===== config.mk =====
export PLATFORM = sky130hd
export DESIGN_NAME = i2c_chunk_framer_crc32
export DESIGN_NICKNAME = d
export VERILOG_FILES = /design/src/hdl/icf_pkg.sv /design/src/hdl/icf_fifo.sv /design/src/hdl/icf_front.sv /design/src/hdl/icf_back.sv /design/src/hdl/i2c_chunk_framer_crc32.sv
export SDC_FILE = /design/constraint.sdc
export NUM_CORES = 1
export LEC_CHECK = 0
export ABC_AREA = 1
export BUFFER_PORTS_ARGS = -buffer_cell sky130_fd_sc_hd__buf_2
export CORE_MARGIN = 2
export CORE_UTILIZATION = 55
export DETAILED_ROUTE_END_ITERATION = 16
export PLACE_DENSITY = 0.86
export RECOVER_POWER = 25
export SLEW_MARGIN = 40
export SYNTH_ARGS = -nofsm -noshare
export SYNTH_HDL_FRONTEND = slang
export SYNTH_SLANG_ARGS = --single-unit

===== constraint.sdc =====
create_clock -name i_clk -period 7.05 [get_ports i_clk]
set_input_delay 1.41 -clock i_clk [delete_from_list [all_inputs] [get_ports i_clk]]
set_output_delay 1.41 -clock i_clk [all_outputs]
set_load 0.01 [all_outputs]

===== src/hdl/icf_pkg.sv =====
// icf_pkg: shared types and codes for the i2c chunk framer
// item structs, command record between front and back, status and register codes
// no dependencies

package icf_pkg;

    // register indexes on the configuration port
    localparam int CFG_IDX_W = 8;
    localparam logic [CFG_IDX_W-1:0] CFG_CRC_SEED      = 8'd0;
    localparam logic [CFG_IDX_W-1:0] CFG_CRC_FINAL_XOR = 8'd1;

    // input op codes
    localparam logic OP_START = 1'b0;
    localparam logic OP_BYTE  = 1'b1;

    localparam logic [31:0] CRC_POLY  = 32'hEDB88320;
    localparam logic [31:0] CFG_RESET = 32'hFFFFFFFF;

    typedef enum logic [1:0] {
        ST_WORD     = 2'd0,
        ST_BAD_LEN  = 2'd1,
        ST_NO_CHUNK = 2'd2
    } t_status;

    typedef enum logic [1:0] {
        CMD_BAD_LEN,
        CMD_NO_CHUNK,
        CMD_HEADER,
        CMD_PAYLOAD
    } t_cmd_kind;

    typedef enum logic [1:0] {
        S_CMD,
        S_LEN_HI,
        S_LEN_LO
    } t_hdr_state;

    typedef struct packed {
        logic        op;
        logic [6:0]  target_addr;
        logic [7:0]  command;
        logic [15:0] chunk_length;
        logic [7:0]  data_byte;
    } t_in_item;

    typedef struct packed {
        t_status     status;
        logic [7:0]  word_byte;
        logic        stop_flag;
        logic [6:0]  dest_addr;
        logic        crc_valid;
        logic [31:0] crc_value;
        logic        run_end;
    } t_out_item;

    // classified work handed from front to back
    typedef struct packed {
        t_cmd_kind   kind;
        logic [7:0]  data;
        logic [15:0] length;
        logic [6:0]  addr;
        logic        last;
        logic [31:0] crc;
    } t_cmd;

endpackage


===== src/hdl/icf_fifo.sv =====
// icf_fifo: small first-word-fall-through queue, head always in entry 0
// generic width and depth, no package use

module icf_fifo #(
    parameter int WIDTH = 8,
    parameter int DEPTH = 4
) (
    input  logic             i_clk,
    input  logic             i_rst_n,
    input  logic             i_wr,
    input  logic [WIDTH-1:0] i_wdata,
    output logic             o_full,
    input  logic             i_rd,
    output logic [WIDTH-1:0] o_rdata,
    output logic             o_empty
);

    localparam int AW = (DEPTH > 1) ? $clog2(DEPTH) : 1;
    localparam int CW = $clog2(DEPTH + 1);

    logic [WIDTH-1:0] r_mem [DEPTH];
    logic [CW-1:0]    r_count;
    logic [CW-1:0]    n_count;
    logic [CW-1:0]    wr_pos;
    logic [AW-1:0]    wr_idx;

    assign o_full  = (r_count == CW'(DEPTH));
    assign o_empty = (r_count == '0);
    assign o_rdata = r_mem[0];

    // a pop shifts every entry one place toward the head
    assign wr_pos = i_rd ? (r_count - CW'(1)) : r_count;
    assign wr_idx = wr_pos[AW-1:0];

    always_comb begin
        n_count = r_count;
        if (i_wr && !i_rd) begin
            n_count = r_count + CW'(1);
        end else if (!i_wr && i_rd) begin
            n_count = r_count - CW'(1);
        end
    end

    always_ff @(posedge i_clk) begin
        if (!i_rst_n) begin
            r_count <= '0;
        end else begin
            r_count <= n_count;
        end
    end

    // the entry taking the new word does not also shift
    always_ff @(posedge i_clk) begin
        for (int i = 0; i < DEPTH - 1; i++) begin
            if (i_rd && !(i_wr && (wr_idx == AW'(i)))) begin
                r_mem[i] <= r_mem[i+1];
            end
        end
        if (i_wr) begin
            r_mem[wr_idx] <= i_wdata;
        end
    end

endmodule


===== src/hdl/icf_front.sv =====
// icf_front: accepts items, keeps chunk state and the running crc, issues commands
// uses icf_pkg types and codes

module icf_front #(
    parameter int MAX_CHUNK = 1024
) (
    input  logic                           i_clk,
    input  logic                           i_rst_n,
    input  logic                           i_push,
    input  icf_pkg::t_in_item              i_item,
    input  logic                           i_cmd_full,
    output logic                           o_cmd_wr,
    output icf_pkg::t_cmd                  o_cmd,
    input  logic                           i_cfg_wr,
    input  logic [icf_pkg::CFG_IDX_W-1:0]  i_cfg_index,
    input  logic [31:0]                    i_cfg_data
);

    localparam logic [15:0] MAX_LEN = 16'(MAX_CHUNK);

    function automatic logic [31:0] crc_byte(input logic [31:0] crc, input logic [7:0] b);
        logic [31:0] c;
        c = crc ^ {24'd0, b};
        for (int k = 0; k < 8; k++) begin
            c = c[0] ? (icf_pkg::CRC_POLY ^ (c >> 1)) : (c >> 1);
        end
        return c;
    endfunction

    logic        r_open, n_open;
    logic [15:0] r_left, n_left;
    logic [31:0] r_crc, n_crc;
    logic [6:0]  r_addr, n_addr;
    logic [31:0] r_seed;
    logic [31:0] r_final_xor;

    logic        accept;
    logic        bad_len;
    logic [31:0] crc_next;
    logic [15:0] left_dec;

    assign accept   = i_push && !i_cmd_full;
    assign o_cmd_wr = accept;
    assign bad_len  = (i_item.chunk_length == 16'd0) || (i_item.chunk_length > MAX_LEN);
    assign crc_next = crc_byte(r_crc, i_item.data_byte);
    assign left_dec = r_left - 16'd1;

    always_comb begin
        n_open = r_open;
        n_left = r_left;
        n_crc  = r_crc;
        n_addr = r_addr;
        o_cmd  = '0;
        if (i_item.op == icf_pkg::OP_START) begin
            if (bad_len) begin
                o_cmd.kind = icf_pkg::CMD_BAD_LEN;
                n_open     = 1'b0;
                n_left     = 16'd0;
            end else begin
                o_cmd.kind   = icf_pkg::CMD_HEADER;
                o_cmd.data   = i_item.command;
                o_cmd.length = i_item.chunk_length;
                o_cmd.addr   = i_item.target_addr;
                n_open       = 1'b1;
                n_left       = i_item.chunk_length;
                n_crc        = r_seed;
                n_addr       = i_item.target_addr;
            end
        end else if (!r_open) begin
            o_cmd.kind = icf_pkg::CMD_NO_CHUNK;
        end else begin
            o_cmd.kind = icf_pkg::CMD_PAYLOAD;
            o_cmd.data = i_item.data_byte;
            o_cmd.addr = r_addr;
            o_cmd.last = (left_dec == 16'd0);
            o_cmd.crc  = (left_dec == 16'd0) ? (crc_next ^ r_final_xor) : 32'd0;
            n_crc      = crc_next;
            n_left     = left_dec;
            if (left_dec == 16'd0) begin
                n_open = 1'b0;
            end
        end
    end

    always_ff @(posedge i_clk) begin
        if (!i_rst_n) begin
            r_open <= 1'b0;
            r_left <= 16'd0;
            r_crc  <= 32'd0;
            r_addr <= 7'd0;
        end else if (accept) begin
            r_open <= n_open;
            r_left <= n_left;
            r_crc  <= n_crc;
            r_addr <= n_addr;
        end
    end

    always_ff @(posedge i_clk) begin
        if (!i_rst_n) begin
            r_seed      <= icf_pkg::CFG_RESET;
            r_final_xor <= icf_pkg::CFG_RESET;
        end else if (i_cfg_wr) begin
            case (i_cfg_index)
                icf_pkg::CFG_CRC_SEED:      r_seed      <= i_cfg_data;
                icf_pkg::CFG_CRC_FINAL_XOR: r_final_xor <= i_cfg_data;
                default: ;
            endcase
        end
    end

endmodule


===== src/hdl/icf_back.sv =====
// icf_back: turns queued commands into result beats, three for a header
// uses icf_pkg types and codes

module icf_back (
    input  logic               i_clk,
    input  logic               i_rst_n,
    input  icf_pkg::t_cmd      i_cmd,
    input  logic               i_cmd_empty,
    output logic               o_cmd_rd,
    input  logic               i_out_full,
    output logic               o_out_wr,
    output icf_pkg::t_out_item o_out
);

    icf_pkg::t_hdr_state r_state, n_state;

    always_ff @(posedge i_clk) begin
        if (!i_rst_n) begin
            r_state <= icf_pkg::S_CMD;
        end else begin
            r_state <= n_state;
        end
    end

    always_comb begin
        n_state  = r_state;
        o_cmd_rd = 1'b0;
        o_out_wr = 1'b0;
        o_out    = '0;
        if (!i_cmd_empty && !i_out_full) begin
            o_out_wr = 1'b1;
            unique case (i_cmd.kind)
                icf_pkg::CMD_BAD_LEN: begin
                    o_out.status  = icf_pkg::ST_BAD_LEN;
                    o_out.run_end = 1'b1;
                    o_cmd_rd      = 1'b1;
                end
                icf_pkg::CMD_NO_CHUNK: begin
                    o_out.status  = icf_pkg::ST_NO_CHUNK;
                    o_out.run_end = 1'b1;
                    o_cmd_rd      = 1'b1;
                end
                icf_pkg::CMD_PAYLOAD: begin
                    o_out.status    = icf_pkg::ST_WORD;
                    o_out.word_byte = i_cmd.data;
                    o_out.stop_flag = i_cmd.last;
                    o_out.dest_addr = i_cmd.addr;
                    o_out.crc_valid = i_cmd.last;
                    o_out.crc_value = i_cmd.crc;
                    o_out.run_end   = 1'b1;
                    o_cmd_rd        = 1'b1;
                end
                icf_pkg::CMD_HEADER: begin
                    o_out.status    = icf_pkg::ST_WORD;
                    o_out.dest_addr = i_cmd.addr;
                    unique case (r_state)
                        icf_pkg::S_CMD: begin
                            o_out.word_byte = i_cmd.data;
                            n_state         = icf_pkg::S_LEN_HI;
                        end
                        icf_pkg::S_LEN_HI: begin
                            o_out.word_byte = i_cmd.length[15:8];
                            n_state         = icf_pkg::S_LEN_LO;
                        end
                        icf_pkg::S_LEN_LO: begin
                            o_out.word_byte = i_cmd.length[7:0];
                            o_out.run_end   = 1'b1;
                            o_cmd_rd        = 1'b1;
                            n_state         = icf_pkg::S_CMD;
                        end
                        default: begin
                            n_state = icf_pkg::S_CMD;
                        end
                    endcase
                end
                default: begin
                    o_cmd_rd = 1'b1;
                end
            endcase
        end
    end

endmodule


===== src/hdl/i2c_chunk_framer_crc32.sv =====
// i2c_chunk_framer_crc32: top level of the length-prefixed chunk framer with crc-32
// depends on icf_pkg, icf_fifo, icf_front and icf_back

// The framer takes one input beat per cycle (push while full is low) and
// gives result beats through a queue-style port (pop while empty is low).
// A start beat yields three header words (command, length high, length low),
// each payload beat one word; the last payload word carries the stop flag
// and the finished reflected crc-32 (poly 0xEDB88320, seed and final xor from
// configuration registers 0 and 1). Bad lengths and stray bytes each give one
// error result. Payload beats sustain one item per cycle while results are
// popped; a start beat holds the back-end header sequencer through its three
// header words, which the command queue (CMD_DEPTH entries) absorbs, so full
// rises after a run of starts or when results are left waiting in a full
// result queue. The first result of an item passes through the command queue
// and the result queue before it shows on the result ports. The configuration
// port is always ready; write it only while the block is idle.

module i2c_chunk_framer_crc32 #(
    parameter int MAX_CHUNK = 1024,
    parameter int CMD_DEPTH = 4,
    parameter int OUT_DEPTH = 2
) (
    input  logic                          i_clk,
    input  logic                          i_rst_n,
    // input beats
    input  logic                          push,
    output logic                          full,
    input  icf_pkg::t_in_item             i_in,
    // result beats
    output logic                          empty,
    input  logic                          pop,
    output icf_pkg::t_out_item            o_out,
    // configuration writes
    input  logic                          i_cfg_valid,
    output logic                          o_cfg_ready,
    input  logic [icf_pkg::CFG_IDX_W-1:0] i_cfg_index,
    input  logic [31:0]                   i_cfg_data
);

    localparam int CMD_W = $bits(icf_pkg::t_cmd);
    localparam int OUT_W = $bits(icf_pkg::t_out_item);

    // front to command queue
    logic               cmd_wr;
    icf_pkg::t_cmd      cmd_wdata;
    logic               cmd_full;
    // command queue to back
    logic [CMD_W-1:0]   cmd_rdata;
    icf_pkg::t_cmd      cmd_head;
    logic               cmd_empty;
    logic               cmd_rd;
    // back to result queue
    logic               out_wr;
    icf_pkg::t_out_item out_wdata;
    logic               out_full;
    logic [OUT_W-1:0]   out_rdata;
    logic               pop_ok;

    assign o_cfg_ready = 1'b1;
    assign full        = cmd_full;
    assign pop_ok      = pop && !empty;

    // front: classify and keep chunk and crc state
    icf_front #(
        .MAX_CHUNK (MAX_CHUNK)
    ) u_front (
        .i_clk       (i_clk),
        .i_rst_n     (i_rst_n),
        .i_push      (push),
        .i_item      (i_in),
        .i_cmd_full  (cmd_full),
        .o_cmd_wr    (cmd_wr),
        .o_cmd       (cmd_wdata),
        .i_cfg_wr    (i_cfg_valid && o_cfg_ready),
        .i_cfg_index (i_cfg_index),
        .i_cfg_data  (i_cfg_data)
    );

    // decoupling queue between front and back
    icf_fifo #(
        .WIDTH (CMD_W),
        .DEPTH (CMD_DEPTH)
    ) u_cmd_q (
        .i_clk   (i_clk),
        .i_rst_n (i_rst_n),
        .i_wr    (cmd_wr),
        .i_wdata (cmd_wdata),
        .o_full  (cmd_full),
        .i_rd    (cmd_rd),
        .o_rdata (cmd_rdata),
        .o_empty (cmd_empty)
    );

    assign cmd_head = icf_pkg::t_cmd'(cmd_rdata);

    // back: expand commands into result words
    icf_back u_back (
        .i_clk       (i_clk),
        .i_rst_n     (i_rst_n),
        .i_cmd       (cmd_head),
        .i_cmd_empty (cmd_empty),
        .o_cmd_rd    (cmd_rd),
        .i_out_full  (out_full),
        .o_out_wr    (out_wr),
        .o_out       (out_wdata)
    );

    // result queue, lets the back keep writing while a result waits
    icf_fifo #(
        .WIDTH (OUT_W),
        .DEPTH (OUT_DEPTH)
    ) u_out_q (
        .i_clk   (i_clk),
        .i_rst_n (i_rst_n),
        .i_wr    (out_wr),
        .i_wdata (out_wdata),
        .o_full  (out_full),
        .i_rd    (pop_ok),
        .o_rdata (out_rdata),
        .o_empty (empty)
    );

    assign o_out = icf_pkg::t_out_item'(out_rdata);

    // no write into a full command queue
    a_cmd_no_overflow: assert property (@(posedge i_clk) disable iff (!i_rst_n)
        !(cmd_wr && cmd_full))
        else $error("command queue written while full");

    // back never writes a full result queue nor reads an empty command queue
    a_back_handshake: assert property (@(posedge i_clk) disable iff (!i_rst_n)
        !(out_wr && out_full) && !(cmd_rd && cmd_empty))
        else $error("back end handshake violated");

    // a finished crc only rides on the closing word of a chunk
    a_crc_on_last: assert property (@(posedge i_clk) disable iff (!i_rst_n)
        (!empty && o_out.crc_valid) |-> (o_out.stop_flag && o_out.run_end
            && o_out.status == icf_pkg::ST_WORD))
        else $error("crc reported on a word that does not close the chunk");

    // header sequencer leaves its first phase only while a header is at the head
    a_hdr_seq: assert property (@(posedge i_clk) disable iff (!i_rst_n)
        (u_back.r_state != icf_pkg::S_CMD) |-> (!cmd_empty
            && cmd_head.kind == icf_pkg::CMD_HEADER))
        else $error("header sequencer running without a header command");

endmodule


Word level (Yosys, flattened, before mapping):

Memory sizes are Yosys's and may differ from the RTL's.
Index checks and enable logic that the tools add are counted.

* bits in writable memories: 368
* memories: 2
* flip-flop bits (word level): 127
* output and inout bits: 55

* add/sub/neg operators: 5
* bitwise gates (word level): 13
* multiplexer cells: 61
* reductions and logical operators: 47
* equal/unequal tests: 12
* $lt $le $gt $ge: 1

Memories
* u_cmd_q.r_mem: words 4, width 66, rd ports 4, clocked after memory_dff 0, write ports 4, line icf_fifo.sv:21 `logic [WIDTH-1:0] r_mem [DEPTH];`
* u_out_q.r_mem: words 2, width 52, rd ports 2, clocked after memory_dff 0, write ports 1, line icf_fifo.sv:21

Operator list (count)
* $mux 32: 12
* $not 13->14: 8
* $mux 52: 2
* $mux 33: 2
* $mux 16: 4
* $reduce_or 52->1: 1
* $mux 40: 1
* $logic_not 16->1: 2
* $xor 32x32->32: 1
* $xor 32x8->32: 1
* $mux 31: 1
* $pmux 8 s3: 1
* $mux 1: 23
* $gt 16x11->1 const B: 1
* $pmux 8 s2: 1
* $sub 16x1->16 const B: 1
* $logic_and 1x1->1: 15
* $mux 7: 2
* $logic_not 1->1: 12
* $eq 2x2->1 const B: 5
* $mux 10: 1
* $mux 2: 5
* $eq 8x1->1 const B: 1
* $logic_not 2->1: 4
* other kinds (22): 32

Longest topological paths before layout:

Gate-level depths: netlist of the first run.

* depth after elaboration: 21
* depth in mapped cells: 16

By module:

Synthesis of the first run repeated with hierarchy kept, for this count alone.

* cell total of the unflattened synthesis: 2494
* area, all modules: 23219.8 um^2

Modules (own cells, without submodules)
* icf_fifo (u_cmd_q): cells an instance 998, area an instance 11364.6 um^2, times used 1, sequential area each 7987.7 um^2
* icf_front: cells an instance 1022, area an instance 6969.2 um^2, times used 1, sequential area each 2402.3 um^2
* icf_fifo (u_out_q): cells an instance 303, area an instance 4105.2 um^2, times used 1, sequential area each 3163.0 um^2
* icf_back: cells an instance 167, area an instance 759.5 um^2, times used 1, sequential area each 40.0 um^2
* i2c_chunk_framer_crc32: cells an instance 4, area an instance 21.3 um^2, times used 1, sequential area each 0.0 um^2

Worst setup path before layout of the first run:

OpenSTA, ideal clock, no wires.

* kind: input-to-reg
* start point: input pop
* end point: memory u_out_q.r_mem[0][0] in the netlist's numbering (enable)
* required time: 6.251 ns
* path slack: -0.305 ns
* stages on the path: 5
* data arrival time: 6.556 ns
* path through: inv_1 > nor2_1 > inv_1 > a21oi_1 > a21oi_1

* longest elaborated chain between the ends: 9
* elaborated cells on any way between the ends: 10

RTL lines
* start, declared: line i2c_chunk_framer_crc32.sv:31 `input logic pop,`
* $logic_and 1x1->1 *: line i2c_chunk_framer_crc32.sv:61 `assign pop_ok = pop && !empty;`
* $mux 1: line icf_fifo.sv:32 `assign wr_pos = i_rd ? (r_count - CW'(1)) : r_count;`
* $not 1->1: line icf_fifo.sv:55 `if (i_rd && !(i_wr && (wr_idx == AW'(i)))) begin`
* $logic_and 1x1->1: line icf_fifo.sv:55
* $logic_not 1->1: line icf_fifo.sv:55
* $logic_and 1x1->1: line icf_fifo.sv:55
* $mux 1: line icf_fifo.sv:55
* $mux 1 (implied by the code): line icf_fifo.sv:56 `r_mem[i] <= r_mem[i+1];`
* $mux 1 (no line)
* end, declared: line icf_fifo.sv:21

Mark *: on every way between the ends. The rest lies on a longest branch, timed or not.

==> reports/qor.yml, run 1 <==
nets: 2512
dr.pass1.iters: 7
synth_cells: 2326
post_cts_buffers: 0
port_buffers: 138
grt_pass1_wl_mm: 80.0
cp.buffers_inverters: 6
crit_top_cell: "buf_4"
syn_area_mm2: 0.0224
root_buffer: "clkbuf_16"
p_int_mw: 7.40
ys_async_sr_fraction: 0
drtIter0Drc: 1415
cap_viol_max_count: 3
p_leak_nw: 10.9
ctsHoldBuffers: 0
fin_setup_tns_ps: 0
clkSinkCount: 495
cts_resized: 0
peakVddDrop_mv: 0.288
vias: 16300
end_kind: "flip-flop"
area_growth_pct: 11.6
clk_path_buf_depth: 3
synth_ff_type: "edfxtp_1"
avgRoutedWirePerCell_um: 16.8
core_mm2: 0.0399
dp_hpwl_mm: 34.2
arrival_ps: 5470
grt.total_usage: 0.241
yosys_warnings: 0
clkTransAtPathRegs_ps: 60
hold_class: "flip-flop to flip-flop"
violations: "capacitance limit, slew limit"
slowest_delay_ps: 1160
drive_gt1_frac: 0.105
period_needed_ps: 5260
synth_cell_type_count: 47
start_kind: "flip-flop"
seq_power_share: 0.475
synth.most_common_cell: "nand2_1"
grt_pass1_vias: 15400
synth_common_cells: "nand2_1, edfxtp_1, nand3_1"
swShare: 0.341
fin_crit_sh: 0.746
place_congestion: 0.927
hold_slack_ps: 476
die_w_um: 206
grt_overflow: 0
ioPinCount: 140
comb_power_share: 0.282
dp_cells: 2893
die_area_mm2: 0.0423
crit_chain: "inv_1 -> ha_1 -> a21oi_1 -> nand2_4 -> xor2_2 -> inv_1 -> nor2_4 -> buf_4 -> inv_2 -> buf_4 -> nand2_2 -> buf_4"
clk-insertion-delay-late_ps: 580
path_class: "flip-flop to flip-flop"
yosysTopAreaCell: "edfxtp_1"
synthTopCellsByArea: "edfxtp_1, nand2_1, dfxtp_1"
h-tree-depth: 2
finClkSkew_ps: 14.5
cp_data_required_time_ps: 7260
status: "finished, violations left"
instances_no_fill: 2988
slew_headroom: -0.934
power_density_mw_per_mm2: 449
crit_family: "buffers and inverters"
num_rows: 73
drcViolationCount: 0
wl_mm: 50.3
rsz0062_at_grt: "no"
worst_slew_pin_slew_ps: 2900
yosysSeqAreaShare: 0.608
grt_max_degree: 103
synth_top_area_share: 0.494
antenna_found_initial: 3
cts_buffers: 48
clockPowerShare: 0.243
crit_slowest_cell: "a21oi_1"
cts_tree: "built"
hold_violations: 0
avgSynthCellArea_um2: 9.62
switchingPower_mw: 3.82
ant_nets: 0
max_freq_mhz: 190
ys_ff_latch: 495
worstPathMaxFanout: 73
start_util: 0.560
die_h_um: 206
slew_violations: 105
synth-edff-count: 368
finalSetupViolations: 0
viasPerCell: 5.46
==> sequential cells by signal, summed over array words and instances (netlist names), 3 cells and up <==
| register | flops |
|---|---|
| u_front.r_final_xor | 32 |
| u_front.r_seed | 32 |
| u_out_q.r_mem | 104 |
| u_cmd_q.r_mem | 264 |
| u_front.r_addr | 7 |
| u_cmd_q.r_count | 3 |
| u_front.r_left | 16 |
| u_front.r_crc | 32 |
==> placed cells by master, fill, tap and decap left out, types with 12 or more instances in the layout <==
cell,netlist,final
nand2_1,878,875
a211oi_1,19,19
o21ai_1,13,13
dfxtp_1,127,127
buf_2,25,85
buf_4,8,15
clkbuf_16,0,50
edfxtp_1,368,368
o21ai_0,106,106
a21oi_1,41,40
clkinv_2,0,12
inv_1,126,125
nor2_1,90,88
clkbuf_1,74,63
nand4_1,34,34
nand3_1,208,208
xor2_1,57,57
xnor2_1,16,16
nor2_8,21,21
==> worst paths after layout <==
check / startpoint / to / slack, ps / cells after the start
max reg2reg: u_cmd_q.r_count[0] / u_cmd_q.r_mem[1][11] / 1790 / 12
min reg2reg: u_front.r_seed[20] / u_front.r_seed[20] / 480 / 2
min: u_front.r_seed[20] / u_front.r_seed[20] / 480 / 2
max: u_cmd_q.r_count[0] / u_cmd_q.r_mem[1][11] / 1790 / 12
==> cell type report <==
cell class	instances	area, µm²
clock buffer	57	1290
sequential	495	13600
multi-input combinational	1577	7720
timing repair buffer	159	778
antenna	5	12.5
clock inverter	33	394
inverter	137	522
fill	3033	15000
tap	525	657
==> cells by family (layout without fill, tap and decap cells) <==
family | Yosys count | in the layout | share of synthesized area
xor+xnor | 74 | 74 | 0.0293
simple gates | 1276 | 1276 | 0.253
buf+inv | 258 | 386 | 0.0506
other cells | 2 | 11 | 0.000336
fa+ha+maj | 9 | 9 | 0.00503
compound gates | 212 | 212 | 0.0540
flops | 495 | 495 | 0.608
==> power groups by stage <==
stage	Clock [mW]	Sequential, mW	Combinational [mW]
finish	2.72	5.33	3.17
global placement	0	5.32	3.01
CTS	2.75	5.32	3.21
floorplan	0	5.44	2.30
detailed placement	0	5.36	3.15
global route	2.86	5.43	3.58
==> stage by stage <==
stage	util	setup WS [ps]	cell area, µm²	power, mW
floorplan	-	1730	22400	7.74
finish	0.625	1790	25000	11.2
global route	0.625	1500	25000	11.9
global placement	0.584	2310	23300	8.33
CTS	0.627	2650	25000	11.3
detailed placement	0.585	2560	23300	8.51
==> tightest hold or removal path, delay by kind of cell, from the launching register on <==
kind / cells / cell delay, ps
flops: 1 / 330
simple gates: 2 / 120
==> routing by layer <==
layer  GRT usage  vias up  part of all wire
li1            -     7931                 -
met1       0.330     7525              0.42
met2       0.386      734              0.46
met3      0.0356      118             0.080
met4      0.0989        0             0.035
met5           0        -                 0
(Power assumes the default switching activity.)
==> inputs of run 2 (changes only) <==
==> constraint.sdc (replaced) <==
create_clock -name i_clk -period 4.4 [get_ports i_clk]
set_input_delay 0.88 -clock i_clk [delete_from_list [all_inputs] [get_ports i_clk]]
set_output_delay 0.88 -clock i_clk [all_outputs]
set_load 0.01 [all_outputs]
==> reports/qor.yml, run 2 (same netlist as run 1, synthesis figures left out) <==
status: "finished, violations left"  # unchanged
violations: "capacitance limit, slew limit"  # unchanged
cts_tree: "built"  # unchanged
worstRegToRegCells: 10  # was 12
post_cts_buffers: 0  # unchanged
fin_util: 0.622  # was 0.625
grt.total_usage: 0.261  # was 0.241
diodes: 0  # was 5
ioPinCount: 140  # unchanged
area_growth_pct: 11.0  # was 11.6%
worstPathMaxFanout: 43  # was 73
drtIter0Drc: 1715  # was 1415
hold_depth: 2  # unchanged
start_util: 0.560  # unchanged
die_h_um: 206  # unchanged
fin_setup_tns_ps: 0  # unchanged
place_ws_ps: 1020  # was 2560 ps
instances_no_fill: 2987  # was 2988
ctsHoldBuffers: 0  # unchanged
grt_pass1_vias: 15900  # was 15.4k
arrival_ps: 3790  # was 5470 ps
root_buffer: "clkbuf_16"  # unchanged
dp_hpwl_mm: 36.8  # was 34.2 mm
grt_pass1_wl_mm: 86.4  # was 80.0 mm
startpoint: "u_cmd_q.r_count[0]"  # unchanged
num_rows: 73  # unchanged
drcViolationCount: 0  # unchanged
clk-insertion-delay-late_ps: 600  # was 580 ps
regArea_mm2: 0.0136  # unchanged
dr.pass1.iters: 8  # was 7
path_depth: 10  # was 12
peakVddDrop_mv: 0.520  # was 0.288 mV
mostFrequentLayoutCells: "nand2_1, edfxtp_1, nand3_1"  # unchanged
crit_family: "buffers and inverters"  # unchanged
power_density_mw_per_mm2: 722  # was 449 mW/mm²
h-tree-depth: 2  # unchanged
crit_slowest_cell: "a21oi_1"  # unchanged
crit_chain: "inv_1 -> ha_1 -> a21oi_1 -> nand2_4 -> xor2_2 -> inv_1 -> nor2_4 -> inv_2 -> nand2_2 -> buf_4"  # was inv_1 -> ha_1 -> a21oi_1 -> nand2_4 -> xor2_2 -> inv_1 -> nor2_4 -> buf_4 -> inv_2 -> buf_4 -> nand2_2 -> buf_4
multiInputGateArea_mm2: 0.00771  # was 0.00772 mm²
dp_cells: 2899  # was 2893
die_area_mm2: 0.0423  # unchanged
slew_violations: 108  # was 105
drive_gt1_frac: 0.0999  # was 0.105
worst_slew_pin_slew_ps: 1580  # was 2900 ps
slowest_delay_ps: 600  # was 1160 ps
crit_top_cell: "inv_1"  # was buf_4
cts_buffers: 49  # was 48
top_register: "u_cmd_q.r_mem"  # unchanged
cap_viol_max_count: 3  # unchanged
setup_slack_ps: 847  # was 1790 ps
finClkSkew_ps: 13.4  # was 14.5 ps
core_mm2: 0.0399  # unchanged
p_leak_nw: 10.8  # was 10.9 nW
cts_resized: 0  # unchanged
avgRoutedWirePerCell_um: 18.2  # was 16.8 µm
hold_violations: 0  # unchanged
fin_crit_sh: 0.807  # was 0.746
cp_data_required_time_ps: 4640  # was 7260 ps
end_kind: "flip-flop"  # unchanged
clk_path_buf_depth: 3  # unchanged
port_buffers: 138  # unchanged
max_freq_mhz: 281  # was 190 MHz
viasPerCell: 5.56  # was 5.46
hold_class: "flip-flop to flip-flop"  # unchanged
start_kind: "flip-flop"  # unchanged
clkTransAtPathRegs_ps: 60  # about the same
layout_commonest_cell: "nand2_1"  # unchanged
ant_nets: 0  # unchanged
clkSinkCount: 495  # unchanged
rsz0062_at_grt: "no"  # unchanged
vias: 16600  # was 16.3k
nets: 2519  # was 2512
die_w_um: 206  # unchanged
largest_reg_flops: 264  # unchanged
num-fill-cells: 3100  # was 3033
place_congestion: 0.961  # was 0.927
hp-start: "u_front.r_seed[23]"  # was u_front.r_seed[20]
wl_mm: 54.4  # was 50.3 mm
slew_headroom: -0.0556  # was -0.934
largest_registers: "u_cmd_q.r_mem: 264 flops, u_out_q.r_mem: 104 flops"  # unchanged
grt_overflow: 0  # unchanged
finalSetupViolations: 0  # unchanged
period_needed_ps: 3550  # was 5260 ps
cp.buffers_inverters: 4  # was 6
reg2reg_from: "u_cmd_q.r_count[0]"  # unchanged
antenna_found_initial: 0  # was 3
path_class: "flip-flop to flip-flop"  # unchanged
grt_max_degree: 73  # was 103
==> run 2: changes by cell type in the layout (fill, tap and decap cells not counted), sizes merged <==
| cell | change |
|---|---|
| buf | +7 |
| bufinv | -7 |
| clkbuf | +7 |
| diode | -5 |
| inv | -2 |
| clkinv | -1 |
==> run 2: final timing paths <==
path / end / slack (ps)
worst min register to register: u_front.r_seed[23] / 470
worst min-delay path: u_front.r_seed[23] / 470
worst max register to register: u_cmd_q.r_mem[1][43] / 850
worst max-delay path: u_cmd_q.r_mem[1][43] / 850
==> run 2: layout make-up <==
class,instances,share of cell area
flip-flops and latches,495,0.548
clock buffers,65,0.0531
inverters,137,0.0209
multi-input cells,1577,0.311
clock inverters,23,0.00716
well taps,525,0.0265
repair buffers,165,0.0343
==> run 2: worst reg2reg max path: stages, from the launching register on <==
cell	delay, ps
dfxtp_1	370
inv_1	140
ha_1	250
a21oi_1	600
nand2_4	250
xor2_2	350
inv_1	190
nor2_4	150
inv_2	290
nand2_2	160
buf_4	440
==> run 2: through the flow <==
step | hold WS, ps | area (µm²) | total power [mW]
3_3_place_gp | 457 | 23400 | 13.8
5_1_grt | 495 | 24800 | 18.9
3_5_place_dp | 455 | 23400 | 14.1
4_1_cts | 475 | 24900 | 18.1
2_1_floorplan | 437 | 22400 | 12.4
6_report | 473 | 24800 | 17.9
==> run 2: power breakdown <==
| part | switching (mW) | internal [mW] |
|---|---|---|
| Sequential | 0.562 | 7.97 |
| Combinational | 4.09 | 1.35 |
| Clock | 1.78 | 2.18 |
| Total | 6.43 | 11.5 |
==> run 2: per-layer routing <==
layer  up-vias  share of wire  GRT usage
met4         0          0.025     0.0809
met1      7814           0.42      0.363
met2       749           0.48      0.431
li1       7950              -          -
met5         -              0          0
met3       103          0.077     0.0333
==> inputs of run 3 (changes only) <==
--- a/config.mk
+++ b/config.mk
@@ -5,12 +5,12 @@
 export SDC_FILE = /design/constraint.sdc
 export NUM_CORES = 1
 export LEC_CHECK = 0
-export ABC_AREA = 1
+export ABC_AREA = 0
 export BUFFER_PORTS_ARGS = -buffer_cell sky130_fd_sc_hd__buf_2
 export CORE_MARGIN = 2
 export CORE_UTILIZATION = 55
 export DETAILED_ROUTE_END_ITERATION = 16
-export PLACE_DENSITY = 0.86
+export PLACE_DENSITY = 0.83
 export RECOVER_POWER = 25
 export SLEW_MARGIN = 40
 export SYNTH_ARGS = -nofsm -noshare
==> constraint.sdc (replaced) <==
create_clock -name i_clk -period 3.4 [get_ports i_clk]
set_input_delay 0.68 -clock i_clk [delete_from_list [all_inputs] [get_ports i_clk]]
set_output_delay 0.68 -clock i_clk [all_outputs]
set_load 0.01 [all_outputs]
==> reports/qor.yml, run 3 <==
hold_depth: 3  # was 2
top_register: "u_cmd_q.r_mem"  # unchanged
clkSinkCount: 495  # unchanged
synth_cell_type_count: 63  # was 47
layout_commonest_cell: "nand2_1"  # unchanged
die_area_mm2: 0.0400  # was 0.0423 mm²
dp_hpwl_mm: 32.0  # was 36.8 mm
cap_viol_max_count: 2  # was 3
num_rows: 71  # was 73
comb_power_share: 0.276  # was 0.303
ys_async_sr_fraction: 0  # unchanged
worstPathMaxFanout: 33  # was 43
clk_path_buf_depth: 3  # unchanged
cts_buffers: 48  # was 49
vias: 14600  # was 16.6k
antenna_found_initial: 1  # was 0
hold_slack_ps: 328  # was 473 ps
wl_mm: 47.7  # was 54.4 mm
yosys_warnings: 0  # unchanged
ctsHoldBuffers: 0  # unchanged
p_int_mw: 14.9  # was 11.5 mW
slew_headroom: -0.0640  # was -0.0556
ant_nets: 0  # unchanged
finClkSkew_ps: 24.2  # was 13.4 ps
synth.most_common_cell: "nand2_1"  # unchanged
largest_registers: "u_cmd_q.r_mem: 264 flops, u_out_q.r_mem: 104 flops"  # unchanged
slew_violations: 66  # was 108
hold_violations: 0  # unchanged
yosysSeqAreaShare: 0.643  # was 0.608
peakVddDrop_mv: 0.689  # was 0.520 mV
mostFrequentLayoutCells: "nand2_1, edfxtp_1, dfxtp_1"  # was nand2_1, edfxtp_1, nand3_1
cp_data_required_time_ps: 3790  # was 4640 ps
yosysTopAreaCell: "edfxtp_1"  # unchanged
die_h_um: 200  # was 206 µm
status: "finished, violations left"  # unchanged
fin_crit_sh: 0.919  # was 0.807
arrival_ps: 3510  # was 3790 ps
switchingPower_mw: 7.15  # was 6.43 mW
grt_pass1_vias: 13800  # was 15.9k
ioPinCount: 140  # unchanged
synth_common_cells: "nand2_1, edfxtp_1, dfxtp_1"  # was nand2_1, edfxtp_1, nand3_1
largest_reg_flops: 264  # unchanged
area_growth_pct: 14.3  # was 11.0%
synth_top_area_share: 0.523  # was 0.494
end_kind: "flip-flop"  # unchanged
syn_area_mm2: 0.0211  # was 0.0224 mm²
seq_power_share: 0.479  # was 0.476
period_needed_ps: 3130  # was 3550 ps
power_density_mw_per_mm2: 912  # was 722 mW/mm²
viasPerCell: 5.67  # was 5.56
grt_max_degree: 76  # was 73
drive_gt1_frac: 0.121  # was 0.0999
synthTopCellsByArea: "edfxtp_1, dfxtp_1, nand2_1"  # was edfxtp_1, nand2_1, dfxtp_1
hold_class: "primary input to flip-flop"  # was flip-flop to flip-flop
port_buffers: 138  # unchanged
synth_cells: 1898  # was 2326
synth-edff-count: 368  # unchanged
h-tree-depth: 2  # unchanged
nets: 2122  # was 2519
fin_setup_tns_ps: 0  # unchanged
clkTransAtPathRegs_ps: 60  # about the same
grt_pass1_wl_mm: 75.0  # was 86.4 mm
synth-adder-area-share: 0.00533  # was 0.00503
cts_resized: 0  # unchanged
synth_compound_area_frac: 0.105  # was 0.0540
worst_slew_pin_slew_ps: 1600  # was 1580 ps
synth_top_family_by_area: "simple AND/OR/NAND/NOR gates"  # unchanged
clockPowerShare: 0.245  # was 0.221
drcViolationCount: 0  # unchanged
start_util: 0.560  # about the same
clk-insertion-delay-late_ps: 570  # was 600 ps
swShare: 0.324  # was 0.359
drtIter0Drc: 1607  # was 1715
synth_xor_xnor_area_share: 0.0503  # was 0.0293
root_buffer: "clkbuf_16"  # unchanged
num-fill-cells: 2834  # was 3100
dr.pass1.iters: 6  # was 8
grt.total_usage: 0.241  # was 0.261
path_class: "flip-flop to flip-flop"  # unchanged
place_congestion: 0.948  # was 0.961
avgRoutedWirePerCell_um: 18.5  # was 18.2 µm
grt_overflow: 0  # unchanged
avgSynthCellArea_um2: 11.1  # was 9.62 µm²
rsz0062_at_grt: "no"  # unchanged
max_freq_mhz: 320  # was 281 MHz
synthMuxAreaShare: 0.0133  # was 0
p_leak_nw: 9.46  # was 10.8 nW
worstRegToRegCells: 11  # was 10
cts_tree: "built"  # unchanged
violations: "capacitance limit, slew limit"  # unchanged
finalSetupViolations: 0  # unchanged
start_kind: "flip-flop"  # unchanged
yosys.area_share.simple: 0.148  # was 0.253
ys_ff_latch: 495  # unchanged
die_w_um: 200  # was 206 µm
post_cts_buffers: 0  # unchanged
synth_ff_type: "edfxtp_1"  # unchanged
core_mm2: 0.0378  # was 0.0399 mm²
## run 3: worst max-delay path: stages, from the launching register on
cell and delay (ps):
dfxtp_1 350, inv_1 110, ha_1 200, or4b_1 490, nor3b_1 260, o21ai_0 110
a21oi_1 170, buf_4 140, nand3_4 340, buf_12 320, buf_4 160, o31ai_1 260
## run 3: worst paths after layout
path                            slack (ps)               start                       to
worst max-delay path                   270   u_front.r_left[0]     u_cmd_q.r_mem[0][28]
worst min-delay path                   330      i_cfg_data[14]  u_front.r_final_xor[14]
worst max register to register         270   u_front.r_left[0]     u_cmd_q.r_mem[0][28]
worst min register to register         470  u_front.r_seed[15]       u_front.r_seed[15]
## run 3: layout make-up
class	count	area (µm²)	area share
sequential	495	13600	0.563
multi-input combinational	1233	6900	0.286
clock buffer	62	1300	0.0540
timing repair buffer	206	1250	0.0519
tap	511	639	0.0265
clock inverter	25	298	0.0123
inverter	44	165	0.00684
antenna	1	2.50	0.000104
## run 3: power by group through the flow
stage / registers (mW) / clock network (mW) / logic, mW
finish: 10.6 / 5.39 / 6.09
CTS: 10.5 / 5.45 / 6.25
floorplan: 10.7 / 0 / 3.81
detailed placement: 10.7 / 0 / 6.21
global route: 10.7 / 5.69 / 6.81
global placement: 10.6 / 0 / 5.87
## run 3: cell families (layout without fill, tap and decap cells)
family | after synthesis | after routing
AOI/OAI and AO/OA | 343 | 343
xor gates and xnor gates | 114 | 114
adders and majority gates | 9 | 9
buffers and inverters | 174 | 337
DFF | 495 | 495
muxes | 28 | 28
other | 2 | 7
and+or+nand+nor | 733 | 733
## run 3: per-stage QoR
step	worst slack (ps)	power (mW)	utilization	cell area (µm²)	cells
CTS	287	22.2	0.643	24300	2576
global placement	360	16.4	0.600	22700	2488
floorplan	37.6	14.5	-	21200	1902
finish	274	22.0	0.640	24200	2577
global route	87.4	23.2	0.640	24200	2577
detailed placement	176	16.9	0.601	22700	2489
## run 3: metal layers
metal / GRT usage / up-vias / part of all wire
met2: 0.376 / 586 / 0.46
met3: 0.0344 / 83 / 0.071
met5: 0 / - / 0
met4: 0.0711 / 0 / 0.023
li1: - / 6960 / -
met1: 0.355 / 6975 / 0.45
